===== src/hw/rtl/imm_pkg.sv =====
// imm_pkg: shared types and constants for the integer matrix multiply core.
// Beat payload structs, controller/datapath command and status, register indexes.
// No dependencies.
package imm_pkg;

    localparam int OPERAND_W = 32;
    localparam int CFG_W     = 5;
    localparam int CFG_IDX_W = 2;
    localparam int IDX_OUT_W = 4;

    typedef enum logic [1:0] {
        OP_LOAD_A = 2'd0,
        OP_LOAD_B = 2'd1,
        OP_READ   = 2'd2
    } imm_op_t;

    typedef enum logic [CFG_IDX_W-1:0] {
        CFG_ROWS_A = 2'd0,
        CFG_COLS_A = 2'd1,
        CFG_ROWS_B = 2'd2,
        CFG_COLS_B = 2'd3
    } imm_cfg_idx_t;

    typedef struct packed {
        logic [1:0]                  operation;
        logic signed [OPERAND_W-1:0] element_value;
    } imm_in_t;

    typedef struct packed {
        logic signed [OPERAND_W-1:0] product_value;
        logic [IDX_OUT_W-1:0]        row_index;
        logic [IDX_OUT_W-1:0]        col_index;
        logic                        last_element;
        logic                        size_error;
    } imm_out_t;

    typedef struct packed {
        logic load_a;
        logic load_b;
        logic start;
        logic issue;
        logic out_load;
        logic err_load;
    } imm_cmd_t;

    typedef struct packed {
        logic size_error;
        logic issue_last;
        logic pipe_idle;
        logic out_free;
    } imm_stat_t;

endpackage


===== src/hw/rtl/imm_ctrl.sv =====
// imm_ctrl: sequencer for loads, MAC issue, pipeline drain and result handoff.
// Depends on imm_pkg (command/status structs, operation codes).
module imm_ctrl
    import imm_pkg::*;
(
    input  logic       aclk,
    input  logic       aresetn,
    input  logic       s_valid,
    output logic       s_ready,
    input  logic [1:0] operation,
    input  imm_stat_t  stat,
    output imm_cmd_t   cmd
);

    typedef enum logic [1:0] {
        ST_IDLE,
        ST_RUN,
        ST_DRAIN,
        ST_ERR
    } state_t;

    state_t state_reg, state_next;

    always_comb begin
        state_next = state_reg;
        cmd        = '0;
        case (state_reg)
            ST_IDLE: begin
                if (s_valid) begin
                    case (operation)
                        OP_LOAD_A: cmd.load_a = 1'b1;
                        OP_LOAD_B: cmd.load_b = 1'b1;
                        OP_READ: begin
                            if (stat.size_error) begin
                                state_next = ST_ERR;
                            end else begin
                                cmd.start  = 1'b1;
                                state_next = ST_RUN;
                            end
                        end
                        default: ;
                    endcase
                end
            end
            ST_RUN: begin
                cmd.issue = 1'b1;
                if (stat.issue_last) begin
                    state_next = ST_DRAIN;
                end
            end
            ST_DRAIN: begin
                if (stat.pipe_idle && stat.out_free) begin
                    cmd.out_load = 1'b1;
                    state_next   = ST_IDLE;
                end
            end
            ST_ERR: begin
                if (stat.out_free) begin
                    cmd.err_load = 1'b1;
                    state_next   = ST_IDLE;
                end
            end
            default: state_next = ST_IDLE;
        endcase
    end

    always_ff @(posedge aclk) begin
        if (!aresetn) begin
            state_reg <= ST_IDLE;
        end else begin
            state_reg <= state_next;
        end
    end

    assign s_ready = (state_reg == ST_IDLE);

endmodule


===== config.mk =====
export PLATFORM = sky130hd
export DESIGN_NAME = imm_ctrl
export DESIGN_NICKNAME = d
export VERILOG_FILES = /design/src/hw/rtl/imm_pkg.sv /design/src/hw/rtl/imm_ctrl.sv
export SDC_FILE = /design/constraint.sdc
export NUM_CORES = 1
export LEC_CHECK = 0
export BUFFER_PORTS_ARGS = -buffer_cell sky130_fd_sc_hd__clkbuf_2
export CORE_AREA = 5 5 42 44
export DETAILED_ROUTE_END_ITERATION = 10
export DIE_AREA = 0 0 47 49
export PLACE_DENSITY_LB_ADDON = 0.3
export SKIP_LAST_GASP = 1
export SYNTH_ARGS = -nofsm -noshare
export SYNTH_HDL_FRONTEND = slang
export SYNTH_SLANG_ARGS = --single-unit

===== constraint.sdc =====
create_clock -name aclk -period 1.2 [get_ports aclk]
set_clock_uncertainty 0.05 [all_clocks]
set_input_delay 0.36 -clock aclk [delete_from_list [all_inputs] [get_ports aclk]]
set_output_delay 0.36 -clock aclk [all_outputs]
set_load 0.01 [all_outputs]

==> flow_metrics.tcl <==
set metrics [dict create \
    status "finished with violations" \
    violations "setup timing" \
    p_leak_nw 0.2042 \
    drt-total-wl_um 615 \
    drc 0 \
    clock.fmax_ghz 0.6860 \
    clockRootBuffer "clkbuf_4" \
    globalplace.congestion 0.6759 \
    via_per_inst 4.000 \
    global_route.overflow_total 0 \
    syn2layout_area_growth_pct 115.8 \
    cp.arrival_ps 1050 \
    h-tree-depth 1 \
    firstDrtPassIters 2 \
    maxCapViolCount 0 \
    synth_warnings 0 \
    finalSetupTns_ps -1571 \
    io_pins 16 \
    drtIter0Drc 3 \
    layout_commonest_cell "clkbuf_2" \
    critPathMaxFanout 3 \
    syn-num-nets 31 \
    tritoncts "built" \
    grt_antenna_before_repair 0 \
    worst_slack_ps -257.7 \
    antenna_left 0 \
    cts_buffer_depth 2 \
    diodes 0 \
    hold_viol_final 0 \
    ys_types 18 \
    power.density_mw_per_mm2 777.5 \
    required_ps 790 \
    grt_max_degree 7 \
    crit_path_top_delay_cell "dfxtp_4" \
    dpl-instance-area_um2 326.6 \
    power.total_mw 0.3064 \
    numCtsBuffers 3 \
    relSlewSlack_pct 87.78 \
    vias 248 \
    fin_cells 62 \
    clock_sinks 2 \
    row_count 14 \
    grt_pass1_wl_um 1062 \
    die_h_um 49 \
    final_net_count 57 \
    routedWlPerCell_um 9.919 \
    worstSetupStartpointType "flip-flop" \
    synth_cells 22 \
    hp-class "in -> reg" \
    setup_viol 7 \
    crit_path_max_incr_delay_ps 350 \
    avgSynthCellArea_um2 8.303 \
    multi_input_area_um2 166.4 \
    die_w_um 47 \
    timing.final.crit_share_pct 121.5 \
    clock_latency_ps 220 \
    rsz0062_at_grt "true" \
    nFillCells 165 \
    placed_cells 56 \
    layout_common_cells "clkbuf_2 (12), buf_4 (6), clkbuf_4 (3)" \
    yosys_register_bits 2 \
    maxSlewViolCount 0 \
    seq_area_frac_synth_pct 21.92 \
    largest_reg_flops 2 \
    tightest_slew_ps 180.8 \
    grtUsageTotal_pct 6.048 \
    layout-drive-gt1-share_pct 69.57 \
    seq_area_um2 47.55 \
    clk_pin_slew_ps 30 \
    io_buffers 15 \
    ir_worst_vdd_mv 0.4308 \
    die_area_mm2 0.002303 \
    core_mm2 0.001401 \
    initial_core_util_pct 13.04 \
    worstSetupPathType "reg -> out" \
    synth_area_um2 182.7 \
    first_global_vias 252 \
    worstSetupEndpointType "output pin" \
    postLayoutCoreUtil_pct 28.13 \
    period_minus_slack_ps 1458 \
    design_area_um2 394.1 \
    path_cells "nor2_4, nor4bb_4, buf_2" \
]
-- routing by layer --
metal / wire, um / up-vias / share of wire, % / GRT usage, %
met4: 0 / 0 / 0 / 1.382
met2: 255 / 14 / 41 / 7.919
li1: - / 129 / - / -
met5: 0 / - / 0 / 0
met1: 298 / 105 / 48 / 8.972
met3: 61 / 0 / 9.9 / 2.583
-- synthesized netlist by cell type (all sizes together) --
cell type  n  area share, %
a21boi     1            4.1
a21oi      1            2.7
and2b      2            8.2
and3       1            3.4
and4b      1            5.5
buf        1            4.1
dfxtp      2             22
nand2      1            2.1
nand2b     2            6.8
nand3      1            2.7
nand3b     1            4.1
nor2       3             10
nor3       1            2.7
nor3b      1            4.1
nor4bb     2             14
o21ai      1            2.7
-- stage by stage --
stage          setup slack [ps]  hold WS, ps
2_1_floorplan            -6.784        463.8
3_3_place_gp             -160.4        571.0
3_5_place_dp             -171.8        569.9
4_1_cts                  -280.6        326.3
5_1_grt                  -310.0        354.5
6_report                 -257.7        329.8
-- kinds of logic after synthesis --
| logic type | Yosys count | synth area share [%] |
|---|---|---|
| and+or+nand+nor | 16 | 64.38 |
| DFF | 2 | 21.92 |
| AOI/OAI and AO/OA | 3 | 9.585 |
| buffers and inverters | 1 | 4.111 |
-- final cells by class --
| class | count | share of cell area (%) |
|---|---|---|
| tap | 16 | 5.079 |
| timing repair buffer | 22 | 34.92 |
| sequential | 2 | 12.06 |
| clock buffer | 3 | 5.714 |
| multi-input combinational | 19 | 42.22 |
-- worst paths after layout --
path / from / end / slack, ps / depth (start not counted)
min: aresetn / state_reg[0] / 330 / 2
max: state_reg[0] / cmd[5] / -260 / 3
max reg2reg: state_reg[0] / state_reg[1] / 70 / 5
min reg2reg: state_reg[1] / state_reg[1] / 560 / 2
-- critical path, delay by kind of cell, from the launching register on --
kind,cells,cell delay [ps]
buffers and inverters,1,160
AND/OR/NAND/NOR,2,310
flip-flops,1,350
-- power breakdown --
group / switching, mW / internal (mW) / total, mW
combinational: 0.0342 / 0.0544 / 0.0885
sequential: 0.00560 / 0.0674 / 0.0730
clock: 0.0349 / 0.110 / 0.145
-- what timing repair did --
item	4_1_cts	5_1_grt
hold buffers	0	0
resized for setup	5	5
pin swaps	3	2
endpoints found under the setup margin	8	8
setup buffers	4	1
Power figures use the tool's default switching activity.
